==> config.mk <==
export PLATFORM = sky130hd
export DESIGN_NAME = multiplexed_seven_segment_display
export DESIGN_NICKNAME = d
export VERILOG_FILES = /design/src/design/msd_pkg.sv /design/src/design/msd_in_reg.sv /design/src/design/msd_core.sv /design/src/design/multiplexed_seven_segment_display.sv
export SDC_FILE = /design/constraint.sdc
export NUM_CORES = 1
export LEC_CHECK = 0
export BUFFER_PORTS_ARGS = -buffer_cell sky130_fd_sc_hd__buf_4
export CAP_MARGIN = 20
export CORE_UTILIZATION = 50
export CTS_CLUSTER_SIZE = 24
export DETAILED_ROUTE_END_ITERATION = 12
export PLACE_DENSITY_LB_ADDON = 0.2
export SLEW_MARGIN = 25
export SYNTH_ARGS = -nofsm -noshare
export SYNTH_HDL_FRONTEND = slang
export SYNTH_HIERARCHICAL = 1
export SYNTH_SLANG_ARGS = --single-unit
==> constraint.sdc <==
create_clock -name clk -period 4.2 [get_ports clk]
set_input_delay 0.63 -clock clk [delete_from_list [all_inputs] [get_ports clk]]
set_output_delay 0.63 -clock clk [all_outputs]
set_load 0.03 [all_outputs]
==> src/design/msd_pkg.sv <==
// msd_pkg: shared types, constants and helper functions for the
// multiplexed seven-segment display controller
// no dependencies
package msd_pkg;

    localparam int DIGITS = 4;
    localparam int IDX_W  = (DIGITS > 1) ? $clog2(DIGITS) : 1;

    localparam logic [7:0] POINT_BIT  = 8'h80;
    localparam logic [7:0] PERIOD_RST = 8'd5;

    typedef enum logic [1:0] {
        CMD_TICK  = 2'd0,
        CMD_DEC   = 2'd1,
        CMD_RAW   = 2'd2,
        CMD_TIME  = 2'd3
    } cmd_t;

    typedef enum logic [1:0] {
        STATUS_OK    = 2'd0,
        STATUS_RANGE = 2'd1,
        STATUS_INDEX = 2'd2
    } status_t;

    typedef struct packed {
        cmd_t       cmd;
        logic [3:0] digit_index;
        logic [7:0] digit_value;
        logic       with_point;
        logic [4:0] hours;
        logic [5:0] minutes;
    } item_t;

    typedef struct packed {
        status_t    status;
        logic [7:0] segments;
        logic [2:0] active_digit;
        logic       digit_on;
    } res_t;

    function automatic logic [7:0] seg_code(input logic [3:0] d);
        logic [7:0] s;
        case (d)
            4'd0:    s = 8'h7E;
            4'd1:    s = 8'h30;
            4'd2:    s = 8'h6D;
            4'd3:    s = 8'h79;
            4'd4:    s = 8'h33;
            4'd5:    s = 8'h5B;
            4'd6:    s = 8'h5F;
            4'd7:    s = 8'h70;
            4'd8:    s = 8'h7F;
            4'd9:    s = 8'h7B;
            default: s = 8'h00;
        endcase
        return s;
    endfunction

    // tens digit of a value below 64
    function automatic logic [2:0] tens_of(input logic [5:0] v);
        logic [2:0] t;
        if (v >= 6'd60)
            t = 3'd6;
        else if (v >= 6'd50)
            t = 3'd5;
        else if (v >= 6'd40)
            t = 3'd4;
        else if (v >= 6'd30)
            t = 3'd3;
        else if (v >= 6'd20)
            t = 3'd2;
        else if (v >= 6'd10)
            t = 3'd1;
        else
            t = 3'd0;
        return t;
    endfunction

    function automatic logic [3:0] ones_of(input logic [5:0] v);
        logic [5:0] r;
        r = v - ({3'b000, tens_of(v)} * 6'd10);
        return r[3:0];
    endfunction

endpackage

==> src/design/msd_in_reg.sv <==
// msd_in_reg: input register holding one accepted command word
// depends on msd_pkg
module msd_in_reg (
    input  logic              clk,
    input  logic              rst_n,
    input  logic              in_valid,
    output logic              in_stall,
    input  logic [1:0]        cmd,
    input  logic [3:0]        digit_index,
    input  logic [7:0]        digit_value,
    input  logic              with_point,
    input  logic [4:0]        hours,
    input  logic [5:0]        minutes,
    input  logic              take,
    output logic              full,
    output msd_pkg::item_t    item
);

    logic           full_reg;
    logic           full_next;
    msd_pkg::item_t item_reg;
    logic           load;

    assign in_stall = full_reg && !take;
    assign load     = in_valid && !in_stall;

    always_comb
    begin
        if (load)
            full_next = 1'b1;
        else if (take)
            full_next = 1'b0;
        else
            full_next = full_reg;
    end

    always_ff @(posedge clk or negedge rst_n)
    begin
        if (!rst_n)
            full_reg <= 1'b0;
        else
            full_reg <= full_next;
    end

    always_ff @(posedge clk)
    begin
        if (load)
        begin
            item_reg.cmd         <= msd_pkg::cmd_t'(cmd);
            item_reg.digit_index <= digit_index;
            item_reg.digit_value <= digit_value;
            item_reg.with_point  <= with_point;
            item_reg.hours       <= hours;
            item_reg.minutes     <= minutes;
        end
    end

    assign full = full_reg;
    assign item = item_reg;

endmodule

==> src/design/msd_core.sv <==
// msd_core: digit pattern store, scan timer and scan position, with the
// result of the word being executed
// depends on msd_pkg
module msd_core (
    input  logic           clk,
    input  logic           rst_n,
    input  logic           en,
    input  msd_pkg::item_t item,
    input  logic [7:0]     scan_period,
    output msd_pkg::res_t  result
);

    logic [7:0]              pattern_reg [msd_pkg::DIGITS];
    logic [7:0]              pattern_next [msd_pkg::DIGITS];
    logic [msd_pkg::IDX_W-1:0] scan_pos_reg;
    logic [msd_pkg::IDX_W-1:0] scan_pos_next;
    logic [7:0]              tick_reg;
    logic [7:0]              tick_next;
    logic [7:0]              drv_pat_reg;
    logic [7:0]              drv_pat_next;
    logic [msd_pkg::IDX_W-1:0] drv_dig_reg;
    logic [msd_pkg::IDX_W-1:0] drv_dig_next;
    logic                    any_reg;
    logic                    any_next;
    msd_pkg::status_t        status;

    logic [8:0]              count;
    logic [7:0]              period;
    logic [msd_pkg::IDX_W:0] pos_inc;
    logic                    idx_bad;
    logic [msd_pkg::IDX_W-1:0] widx;

    assign period  = (scan_period == 8'd0) ? 8'd1 : scan_period;
    assign count   = {1'b0, tick_reg} + 9'd1;
    assign pos_inc = {1'b0, scan_pos_reg} + {{msd_pkg::IDX_W{1'b0}}, 1'b1};
    assign idx_bad = item.digit_index >= 4'(msd_pkg::DIGITS);
    assign widx    = item.digit_index[msd_pkg::IDX_W-1:0];

    always_comb
    begin
        pattern_next  = pattern_reg;
        scan_pos_next = scan_pos_reg;
        tick_next     = tick_reg;
        drv_pat_next  = drv_pat_reg;
        drv_dig_next  = drv_dig_reg;
        any_next      = any_reg;
        status        = msd_pkg::STATUS_OK;
        case (item.cmd)
            msd_pkg::CMD_TICK:
            begin
                if (count >= {1'b0, period})
                begin
                    tick_next    = 8'd0;
                    drv_pat_next = pattern_reg[scan_pos_reg];
                    drv_dig_next = scan_pos_reg;
                    any_next     = 1'b1;
                    if (pos_inc >= (msd_pkg::IDX_W+1)'(msd_pkg::DIGITS))
                        scan_pos_next = '0;
                    else
                        scan_pos_next = pos_inc[msd_pkg::IDX_W-1:0];
                end
                else
                begin
                    tick_next = count[7:0];
                end
            end
            msd_pkg::CMD_DEC:
            begin
                if (idx_bad)
                    status = msd_pkg::STATUS_INDEX;
                else if (item.digit_value > 8'd9)
                    status = msd_pkg::STATUS_RANGE;
                else
                    pattern_next[widx] = msd_pkg::seg_code(item.digit_value[3:0])
                                       | (item.with_point ? msd_pkg::POINT_BIT : 8'h00);
            end
            msd_pkg::CMD_RAW:
            begin
                if (idx_bad)
                    status = msd_pkg::STATUS_INDEX;
                else
                    pattern_next[widx] = item.digit_value;
            end
            msd_pkg::CMD_TIME:
            begin
                pattern_next[0] = msd_pkg::seg_code({1'b0,
                                      msd_pkg::tens_of({1'b0, item.hours})});
                pattern_next[1] = msd_pkg::seg_code(msd_pkg::ones_of({1'b0, item.hours}))
                                | msd_pkg::POINT_BIT;
                pattern_next[2] = msd_pkg::seg_code({1'b0,
                                      msd_pkg::tens_of(item.minutes)});
                pattern_next[3] = msd_pkg::seg_code(msd_pkg::ones_of(item.minutes));
            end
            default:
            begin
                status = msd_pkg::STATUS_OK;
            end
        endcase
    end

    always_ff @(posedge clk or negedge rst_n)
    begin
        if (!rst_n)
        begin
            for (int i = 0; i < msd_pkg::DIGITS; i++)
                pattern_reg[i] <= 8'd0;
            scan_pos_reg <= '0;
            tick_reg     <= 8'd0;
            drv_pat_reg  <= 8'd0;
            drv_dig_reg  <= '0;
            any_reg      <= 1'b0;
        end
        else if (en)
        begin
            pattern_reg  <= pattern_next;
            scan_pos_reg <= scan_pos_next;
            tick_reg     <= tick_next;
            drv_pat_reg  <= drv_pat_next;
            drv_dig_reg  <= drv_dig_next;
            any_reg      <= any_next;
        end
    end

    assign result.status       = status;
    assign result.segments     = drv_pat_next;
    assign result.active_digit = 3'(drv_dig_next);
    assign result.digit_on     = any_next;

endmodule

==> src/design/multiplexed_seven_segment_display.sv <==
// multiplexed_seven_segment_display: top level with scan period register,
// input register, core and result register
// depends on msd_pkg, msd_in_reg, msd_core
//
//  channel  | handshake            | payload
//  ---------+----------------------+---------------------------------------------
//  in       | in_valid / in_stall  | cmd digit_index digit_value with_point hours minutes
//  out      | out_valid / out_stall| status segments active_digit digit_on
//  cfg      | cfg_valid / cfg_ready| cfg_data (scan period)
//
// an accepted word passes the input register, then the core update into the
// result register; one word per cycle sustained while out_stall is low
// out_stall holds a valid result register and, once the input register is
// full, stalls the input side through the same cycle
// rst_n clears all control state, the digit patterns and sets the scan
// period to 5; cfg_ready is always high
module multiplexed_seven_segment_display (
    input  logic       clk,
    input  logic       rst_n,
    input  logic       in_valid,
    output logic       in_stall,
    input  logic [1:0] cmd,
    input  logic [3:0] digit_index,
    input  logic [7:0] digit_value,
    input  logic       with_point,
    input  logic [4:0] hours,
    input  logic [5:0] minutes,
    output logic       out_valid,
    input  logic       out_stall,
    output logic [1:0] status,
    output logic [7:0] segments,
    output logic [2:0] active_digit,
    output logic       digit_on,
    input  logic       cfg_valid,
    output logic       cfg_ready,
    input  logic [7:0] cfg_data
);

    logic           cfg_write;
    logic [7:0]     scan_period_reg;
    logic           out_valid_reg;
    logic           out_valid_next;
    msd_pkg::res_t  res_reg;
    msd_pkg::res_t  core_res;
    msd_pkg::item_t item;
    logic           full;
    logic           take;

    assign cfg_ready = 1'b1;
    assign cfg_write = cfg_valid && cfg_ready;

    always_ff @(posedge clk or negedge rst_n)
    begin
        if (!rst_n)
            scan_period_reg <= msd_pkg::PERIOD_RST;
        else if (cfg_write)
            scan_period_reg <= cfg_data;
    end

    assign take = full && (!out_valid_reg || !out_stall);

    msd_in_reg u_in_reg (
        .clk         (clk),
        .rst_n       (rst_n),
        .in_valid    (in_valid),
        .in_stall    (in_stall),
        .cmd         (cmd),
        .digit_index (digit_index),
        .digit_value (digit_value),
        .with_point  (with_point),
        .hours       (hours),
        .minutes     (minutes),
        .take        (take),
        .full        (full),
        .item        (item)
    );

    msd_core u_core (
        .clk         (clk),
        .rst_n       (rst_n),
        .en          (take),
        .item        (item),
        .scan_period (scan_period_reg),
        .result      (core_res)
    );

    always_comb
    begin
        if (take)
            out_valid_next = 1'b1;
        else if (out_stall)
            out_valid_next = out_valid_reg;
        else
            out_valid_next = 1'b0;
    end

    always_ff @(posedge clk or negedge rst_n)
    begin
        if (!rst_n)
            out_valid_reg <= 1'b0;
        else
            out_valid_reg <= out_valid_next;
    end

    always_ff @(posedge clk)
    begin
        if (take)
            res_reg <= core_res;
    end

    assign out_valid    = out_valid_reg;
    assign status       = res_reg.status;
    assign segments     = res_reg.segments;
    assign active_digit = res_reg.active_digit;
    assign digit_on     = res_reg.digit_on;

`ifndef SYNTH
    // a held word is not dropped while the result side is blocked
    a_hold_word: assert property (@(posedge clk) disable iff (!rst_n)
        full && !take |=> full)
        else $error("input word lost while stalled");

    // nothing lit before the first digit is switched on
    a_dark_before_on: assert property (@(posedge clk) disable iff (!rst_n)
        out_valid && !digit_on |-> segments == 8'd0 && active_digit == 3'd0)
        else $error("segments lit before any digit switched on");

    // scan never points past the last digit
    a_digit_range: assert property (@(posedge clk) disable iff (!rst_n)
        out_valid |-> active_digit < 3'(msd_pkg::DIGITS))
        else $error("active digit out of range");

    // input stalls only when a word is waiting
    a_stall_full: assert property (@(posedge clk) disable iff (!rst_n)
        in_stall |-> full && out_valid && out_stall)
        else $error("input stalled without cause");
`endif

endmodule
==> results of run 1 <==
routing by layer:
layer	routed length [um]	GRT usage	vias up	share of wire
met2	6900	0.387	178	0.47
met3	1010	0.0717	24	0.069
met1	6330	0.313	2280	0.43
met5	0	0	-	0
li1	-	-	2256	-
met4	369	0.0840	0	0.025
power breakdown:
part / total, W / switching, W / internal (W)
Clock: 0.000787 / 0.000381 / 0.000406
Sequential: 0.00145 / 0.000203 / 0.00125
Combinational: 0.000849 / 0.000457 / 0.000393
Total: 0.00309 / 0.00104 / 0.00205
per-stage QoR:
stage / utilization / std cells / worst slack [ps]
final: 0.579 / 812 / 741
after global routing: 0.579 / 812 / 498
after CTS: 0.579 / 812 / 780
after detailed placement: 0.557 / 796 / 798
after global placement: 0.557 / 796 / 963
after floorplan: - / 602 / 790
final cells by class:
cell class                      count  area (um2)  share of cell area
Clock buffer                       10         229              0.0327
Clock inverter                      6        42.5             0.00607
Sequential cell                   103        2780               0.397
Timing Repair Buffer               58         435              0.0621
Tap cell                          168         210              0.0300
Inverter                           39         146              0.0209
Multi-Input combinational cell    428        3170               0.452
cell families after synthesis:
| family | synth area share |
|---|---|
| AO/OA/AOI/OAI | 0.183 |
| AND/OR/NAND/NOR | 0.124 |
| flip-flops | 0.444 |
| buffers and inverters | 0.0496 |
| multiplexers | 0.106 |
| adder cells (fa/ha/maj) | 0.0816 |
| XOR/XNOR | 0.0112 |
| other | 0.00120 |
worst max-delay path by stage:
stage	start	endpoint	slack, ps	cells after the start
after floorplan	out_stall	flop	790	7
after global placement	u_in_reg/item[5]$_DFFE_PP_	flop	960	10
after detailed placement	u_in_reg/item[4]$_DFFE_PP_	flop	800	10
after CTS	u_in_reg/item[4]$_DFFE_PP_	flop	780	10
after global routing	u_in_reg/item[5]$_DFFE_PP_	flop	500	10
final	u_in_reg/item[4]$_DFFE_PP_	flop	740	10
cell usage in the layout (no fill, tap or decap), types with 10 or more instances in the layout:
cell type	netlist	final
mux2_2	24	24
nand2_1	60	60
ha_1	36	36
buf_4	3	58
nand2b_1	12	12
nand3_1	13	13
edfxtp_1	40	40
o21ai_0	53	53
a21oi_1	28	28
nor2_1	32	32
dfrtp_1	61	61
a22o_1	10	10
inv_1	38	38
worst max-delay path, cell delays in order, from the launching register on:
cell and delay (ps):
edfxtp_1 530, nor2b_1 270, o21ai_0 150, a41oi_1 390
inv_1 150, ha_1 220, fa_1 390, or4_4 600
and4_4 240, a2111oi_1 300, nor2_1 90
==> results.cfg, run 1 <==
[final_layout]
final_layout_size_suffix_gt1_frac = 0.203
final_area_mm2 = 0.00701
syn2layout_area_growth_pct = 12.0
nNetsFinal = 716
nFillCells = 1056
n_antenna_cell = 0

[power_and_ir_drop]
fin_total_pwr_w = 0.00309
p_leak_nw = 3.13
powerDensity_mw_per_mm2 = 440
ir_drop_uv = 310

[grt]
antenna_found_initial = 0
grt_pass1_wl_mm = 23.6
grt_usage = 0.242
grt_pass1_vias = 4536
overflow = 0
grt_max_degree = 64

[synth]
yosysTopAreaCell = dfrtp_1
ys_warn_count = 6
synth_area_leaders = dfrtp_1 (24%), edfxtp_1 (19%), ha_1 (7.2%), mux2_2 (4.3%), o21ai_0 (4.2%)
yosys_register_bits = 103
synth_edf_count = 40
yosysTopAreaCellShare = 0.244
synth_top_cells_by_count = dfrtp_1 (61), nand2_1 (60), o21ai_0 (53), edfxtp_1 (40), inv_1 (38)
syn_nets = 679
syn_area_per_cell_um2 = 10.4
synth-main-ff-cell = dfrtp_1
async_flop_share = 0.612
synth_cells = 602
yosys.cell_count.top_type = dfrtp_1
ys_seq_area_frac = 0.444
netlist_area_mm2 = 0.00626
yosys.cell_types.count = 74

[floorplanning]
die_area_mm2 = 0.0130
initial_core_util = 0.517
pin_count = 56
die_x_um = 114
rows = 40
core_mm2 = 0.0121
die_h_um = 114

[sta]
fin_setup_tns_ps = 0
rsz0062_at_grt = no
max-slew-margin-rel = 0.438
setup_violations = 0
worst_pin_slew_ps = 841
fmax_mhz = 289
period_needed_ps = 3460
holdWs_ps = 347
hold_viol = 0
period_share = 0.824
worst_clock_skew_ps = 8.16
drv_slew = 0

[clock_tree]
root_buffer = clkbuf_16
cts.repair.resized = 0
worstSkewPairLatency_ps = 360
cts.path.max_buffers = 2
cts.sinks = 103
cts.clk_slew.worst_paths_ps = 70
cts_setup_buffers = 0
h-tree-depth = 3
cts_hold_buffers = 0
cts_tree = yes
cts_buffers = 9

[detailed_routing]
drt_iter0_markers = 550
vias_per_cell = 5.83
drt_first_pass_iters = 5
wl_per_cell_um = 18.0
drc = 0
totalWireLength_mm = 14.6
drtAntennaViolNets = 0
vias = 4738

[placement]
port_buffers = 54
gp_congestion = 0.921
dp_hpwl_mm = 10.7
placed_area_mm2 = 0.00674

[worst_setup_path]
r2r_start = u_in_reg/item[4]$_DFFE_PP_
rr_worst_depth = 10
path_class = flop to flop
end_kind = flop
worstPathMaxFanout = 12
crit_path_start_kind = flop
reg2reg_slack_ps = 740
crit_arrival_ps = 3690
cp.required_ps = 4430

[run]
drv_cap = 0

[outcome]
status = completed

[hold_path]
hp-class = input port to asynchronous set/reset pin
Power figures use the tool's default switching activity.
==> run 2, diff against run 1 <==
==> constraint.sdc (replaced) <==
create_clock -name clk -period 3.3 [get_ports clk]
set_input_delay 0.495 -clock clk [delete_from_list [all_inputs] [get_ports clk]]
set_output_delay 0.495 -clock clk [all_outputs]
set_load 0.03 [all_outputs]
==> results.cfg, run 2 (synthesis results as in run 1) <==
[outcome]
status = completed

[power_and_ir_drop]
powerDensity_mw_per_mm2 = 565
ir_drop_uv = 378
seqPwrFrac = 0.452
p_leak_nw = 3.22
power_frac_clock = 0.270
fin_total_pwr_w = 0.00407
switchingPower_w = 0.00136
p_int_w = 0.00271
swShare = 0.335
combPwrFrac = 0.279

[grt]
grt_max_degree = 64
overflow = 0
antenna_found_initial = 0
grt_pass1_wl_mm = 23.7
grt_pass1_vias = 4678
grt_usage = 0.240

[detailed_routing]
totalWireLength_mm = 15.0
wl_per_cell_um = 18.2
drtAntennaViolNets = 0
vias = 4911
drt_first_pass_iters = 5
vias_per_cell = 5.94
drc = 0
drt_iter0_markers = 579

[placement]
gp_congestion = 0.947
dpl_worst_slack_ps = 71.2
port_buffers = 54
dp_hpwl_mm = 10.7

[final_layout]
n_antenna_cell = 0
nNetsFinal = 731
final_common_cell = buf_4
final_layout_size_suffix_gt1_frac = 0.235
syn2layout_area_growth_pct = 15.0
nFillCells = 1010
final_cell_mix = buf_4 (72), dfrtp_1 (61), nand2_1 (60)

[worst_setup_path]
end_kind = flop
path_class = flop to flop
crit_path_start_kind = flop
worstPathMaxFanout = 7
r2r_start = u_in_reg/item[4]$_DFFE_PP_
crit_arrival_ps = 3370
cp.required_ps = 3530
crit_start = u_in_reg/item[4]$_DFFE_PP_

[clock_tree]
root_buffer = clkbuf_16
cts_tree = yes
cts.path.max_buffers = 2
h-tree-depth = 3
cts.clk_slew.worst_paths_ps = 70
cts_buffers = 9
worstSkewPairLatency_ps = 360
cts.sinks = 103

[sta]
drv_slew = 0
hold_viol = 0
period_share = 0.952
holdWs_ps = 228
max-slew-margin-rel = 0.458
worst_pin_slew_ps = 813
fmax_mhz = 318
fin_setup_tns_ps = 0
worst_clock_skew_ps = 8.70
period_needed_ps = 3140
setup_violations = 0
fin_ws_ps = 159

[run]
drv_cap = 0

[floorplanning]
die_h_um = 114
die_x_um = 114
rows = 40
core_mm2 = 0.0121
pin_count = 56
initial_core_util = 0.517
die_area_mm2 = 0.0130

[hold_path]
hp-class = input port to asynchronous set/reset pin
==> run 2: path summary, 6_finish.rpt <==
kind	slack (ps)	cells past startpoint	end
max	160	11	flop
min	230	1	u_core/any_reg$_DFFE_PN0P_
max reg2reg	160	11	flop
min reg2reg	480	1	u_core/any_reg$_DFFE_PN0P_
max in group asynchronous	2540	1	scan_period_reg[3]$_DFFE_PN0P_
min in group clk	310	1	u_in_reg/item[6]$_DFFE_PP_
==> run 2: layer usage <==
layer | routed length [um] | GRT usage | vias up | share of wire
li1 | - | - | 2305 | -
met1 | 6360 | 0.314 | 2348 | 0.42
met2 | 7140 | 0.381 | 216 | 0.48
met3 | 1170 | 0.0707 | 42 | 0.078
met4 | 359 | 0.0840 | 0 | 0.024
met5 | 0 | 0 | - | 0
==> run 2: critical path, cell delays in order, from the launching register on <==
cell	delay [ps]
edfxtp_1	460
buf_4	190
a21oi_1	150
nor3_1	80
a41oi_2	210
inv_1	110
ha_1	200
fa_1	390
or4_4	610
and4_4	250
a2111oi_1	280
nor2_1	90
==> run 2: layout make-up <==
cell class	instances	area [um2]	share of cell area
multi-input combinational	429	3220	0.447
sequential	103	2780	0.386
timing repair buffer	72	541	0.0751
clock buffer	9	225	0.0313
tap	168	210	0.0292
inverter	39	146	0.0203
clock inverter	7	80.1	0.0111
==> run 2: what timing repair did <==
item                       in CTS  in global routing
setup endpoints to repair       0                 30
buffers inserted                0                  7
gates resized for setup         0                 10
hold buffers                    0                  0
==> run 2: stage by stage <==
stage | util | area (um2) | cells
after global routing | 0.594 | 7200 | 827
after CTS | 0.586 | 7100 | 819
after global placement | 0.561 | 6790 | 803
after detailed placement | 0.561 | 6790 | 803
after floorplan | - | 6260 | 602
final | 0.594 | 7200 | 827
==> run 2: power by group through the flow <==
stage                     clock (W)  sequential [W]  combinational (W)
after detailed placement          0         0.00186            0.00109
after global placement            0         0.00185            0.00106
after floorplan                   0         0.00178           0.000798
final                       0.00110         0.00184            0.00113
after global routing        0.00117         0.00186            0.00125
after CTS                   0.00113         0.00183            0.00110
==> run 3, diff against run 2 <==
--- a/config.mk
+++ b/config.mk
@@ -14,5 +14,4 @@
 export SLEW_MARGIN = 25
 export SYNTH_ARGS = -nofsm -noshare
 export SYNTH_HDL_FRONTEND = slang
-export SYNTH_HIERARCHICAL = 1
 export SYNTH_SLANG_ARGS = --single-unit
==> results.cfg, run 3 <==
[floorplanning]
die_h_um = 115
pin_count = 56
die_area_mm2 = 0.0132
core_mm2 = 0.0122
rows = 40
initial_core_util = 0.522
die_x_um = 115

[synth]
synth-main-ff-cell = dfrtp_1
yosys.cell_count.top_type = nand2_1
ys_seq_area_frac = 0.453
synth_area_leaders = dfrtp_1 (24%), edfxtp_1 (18%), ha_1 (7.5%), mux2_2 (5.5%), nand2_1 (4.2%)
syn_nets = 703
yosys.cell_types.count = 67
yosysTopAreaCellShare = 0.239
yosys_register_bits = 109
ys_warn_count = 0
async_flop_share = 0.578
syn_area_per_cell_um2 = 10.2
yosysTopAreaCell = dfrtp_1
synth_cells = 624
netlist_area_mm2 = 0.00638
synth_edf_count = 39
synth_top_cells_by_count = nand2_1 (72), dfrtp_1 (61), nor2_1 (45), o21ai_0 (40), edfxtp_1 (39)

[final_layout]
final_area_mm2 = 0.00722
n_antenna_cell = 0
final_common_cell = nand2_1
nFillCells = 1091
final_layout_size_suffix_gt1_frac = 0.202
nNetsFinal = 748
final_cells = 842
final_cell_mix = nand2_1 (72), buf_4 (66), dfrtp_1 (60)
syn2layout_area_growth_pct = 13.2
final_util = 0.591

[grt]
grt_pass1_vias = 4696
grt_usage = 0.231
overflow = 0
grtUsageMet2 = 0.386
met3_usage = 0.0554
grt_pass1_wl_mm = 23.5
antenna_found_initial = 0
use_met1 = 0.301
grt_max_degree = 64
grt-busiest-layer = met2

[placement]
place_inst = 825
dp_hpwl_mm = 10.6
placed_area_mm2 = 0.00692
port_buffers = 53
gp_congestion = 0.898

[clock_tree]
worstSkewPairLatency_ps = 350
cts.clk_slew.worst_paths_ps = 70
root_buffer = clkbuf_16
cts_hold_buffers = 0
cts_buffers = 9
cts_tree = yes
cts.repair.resized = 0
cts.path.max_buffers = 2
cts_setup_buffers = 0
cts.sinks = 109
h-tree-depth = 3

[worst_setup_path]
rr_worst_depth = 11
path_class = flop to flop
crit_arrival_ps = 3250
cp.required_ps = 3400
crit_end = segments[4]$_DFFE_PP_
worstPathMaxFanout = 6
crit_path_start_kind = flop
r2r_start = u_core.tick_reg[0]$_DFFE_PN0P_
reg2reg_slack_ps = 150
crit_start = u_core.tick_reg[0]$_DFFE_PN0P_
end_kind = flop
r2r-end = segments[4]$_DFFE_PP_

[sta]
setup_violations = 0
worst_pin_slew_ps = 807
worst_clock_skew_ps = 8.23
max-slew-margin-rel = 0.462
period_needed_ps = 3150
hold_viol = 0
fmax_mhz = 317
drv_slew = 0
period_share = 0.954

[detailed_routing]
vias = 4913
drtAntennaViolNets = 0
totalWireLength_mm = 14.4
vias_per_cell = 5.83
drt_iter0_markers = 508
drt_first_pass_iters = 5
wl_per_cell_um = 17.1
drc = 0

[power_and_ir_drop]
powerDensity_mw_per_mm2 = 556
ir_drop_uv = 469
p_leak_nw = 3.19

[outcome]
status = completed

[run]
drv_cap = 0

[hold_path]
hp-class = input port to asynchronous set/reset pin
## run 3: cell types whose count changed after synthesis, moves of 5 or more
cell / previous run / this run
mux2_2: 24 / 31
nor2_1: 32 / 45
clkbuf_1: 15 / 22
nand2_1: 60 / 72
inv_1: 38 / 28
a31oi_1: 6 / 16
and2_1: 6 / 1
dfxtp_1: 0 / 7
mux2_4: 8 / 0
o21ai_0: 53 / 40
## run 3: critical path, stage by stage (launching register included)
cell and delay, ps:
dfrtp_2 410, ha_2 240, nand2_1 60, nor2_1 130
xor2_1 230, ha_1 300, a211o_1 330, o221ai_2 190
a21oi_1 90, o31ai_2 340, buf_4 220, mux2_2 340
## run 3: final cells by class
class	instances	area, um2	area share
Multi-Input combinational cell	455	3250	0.450
Timing Repair Buffer	66	495	0.0686
Clock buffer	11	243	0.0336
Sequential cell	109	2890	0.401
Tap cell	168	210	0.0291
Clock inverter	5	26.3	0.00364
Inverter	28	105	0.0146
## run 3: through the flow
| stage | hold WS (ps) | setup TNS, ps | power [W] | setup WS (ps) |
|---|---|---|---|---|
| after floorplan | 199 | 0 | 0.00266 | 297 |
| after global placement | 451 | 0 | 0.00299 | 156 |
| after detailed placement | 463 | 0 | 0.00303 | 41.0 |
| after CTS | 261 | 0 | 0.00403 | 23.2 |
| after global routing | 301 | -7.87 | 0.00425 | -5.88 |
| final | 235 | 0 | 0.00402 | 150 |
## run 3: cells by family (layout without fill, tap and decap cells)
kind of cell             Yosys count  in the layout  synth area share
buffers and inverters             60            110            0.0416
XOR/XNOR                           7              7           0.00961
multiplexers                      49             49            0.0987
AND/OR/NAND/NOR                  187            187             0.139
other                              2              2           0.00118
AO/OA/AOI/OAI                    168            168             0.173
flip-flops                       109            109             0.453
adder cells (fa/ha/maj)           42             42            0.0840
## run 3: how the worst min path moves through the flow
stage / end / cells after the start / slack [ps]
final: scan_period_reg[5]$_DFFE_PN0P_ / 1 / 230
after global routing: scan_period_reg[4]$_DFFE_PN0P_ / 1 / 300
after CTS: u_core.tick_reg[5]$_DFFE_PN0P_ / 1 / 260
after detailed placement: u_core.any_reg$_DFFE_PN0P_ / 1 / 460
after global placement: u_core.any_reg$_DFFE_PN0P_ / 1 / 450
after floorplan: asynchronous set/reset pin / 0 / 200
## run 3: metal layers
layer	routed length [um]	part of all wire	vias up
met5	0	0	-
met4	167	0.012	0
met3	803	0.056	12
met2	7060	0.49	160
met1	6330	0.44	2362
li1	-	-	2379
## run 3: power breakdown
group / switching, W / leakage, nW / internal, W
combinational: 0.000585 / 1.81 / 0.000539
clock: 0.000465 / 0.134 / 0.000527
sequential: 0.000238 / 1.25 / 0.00166
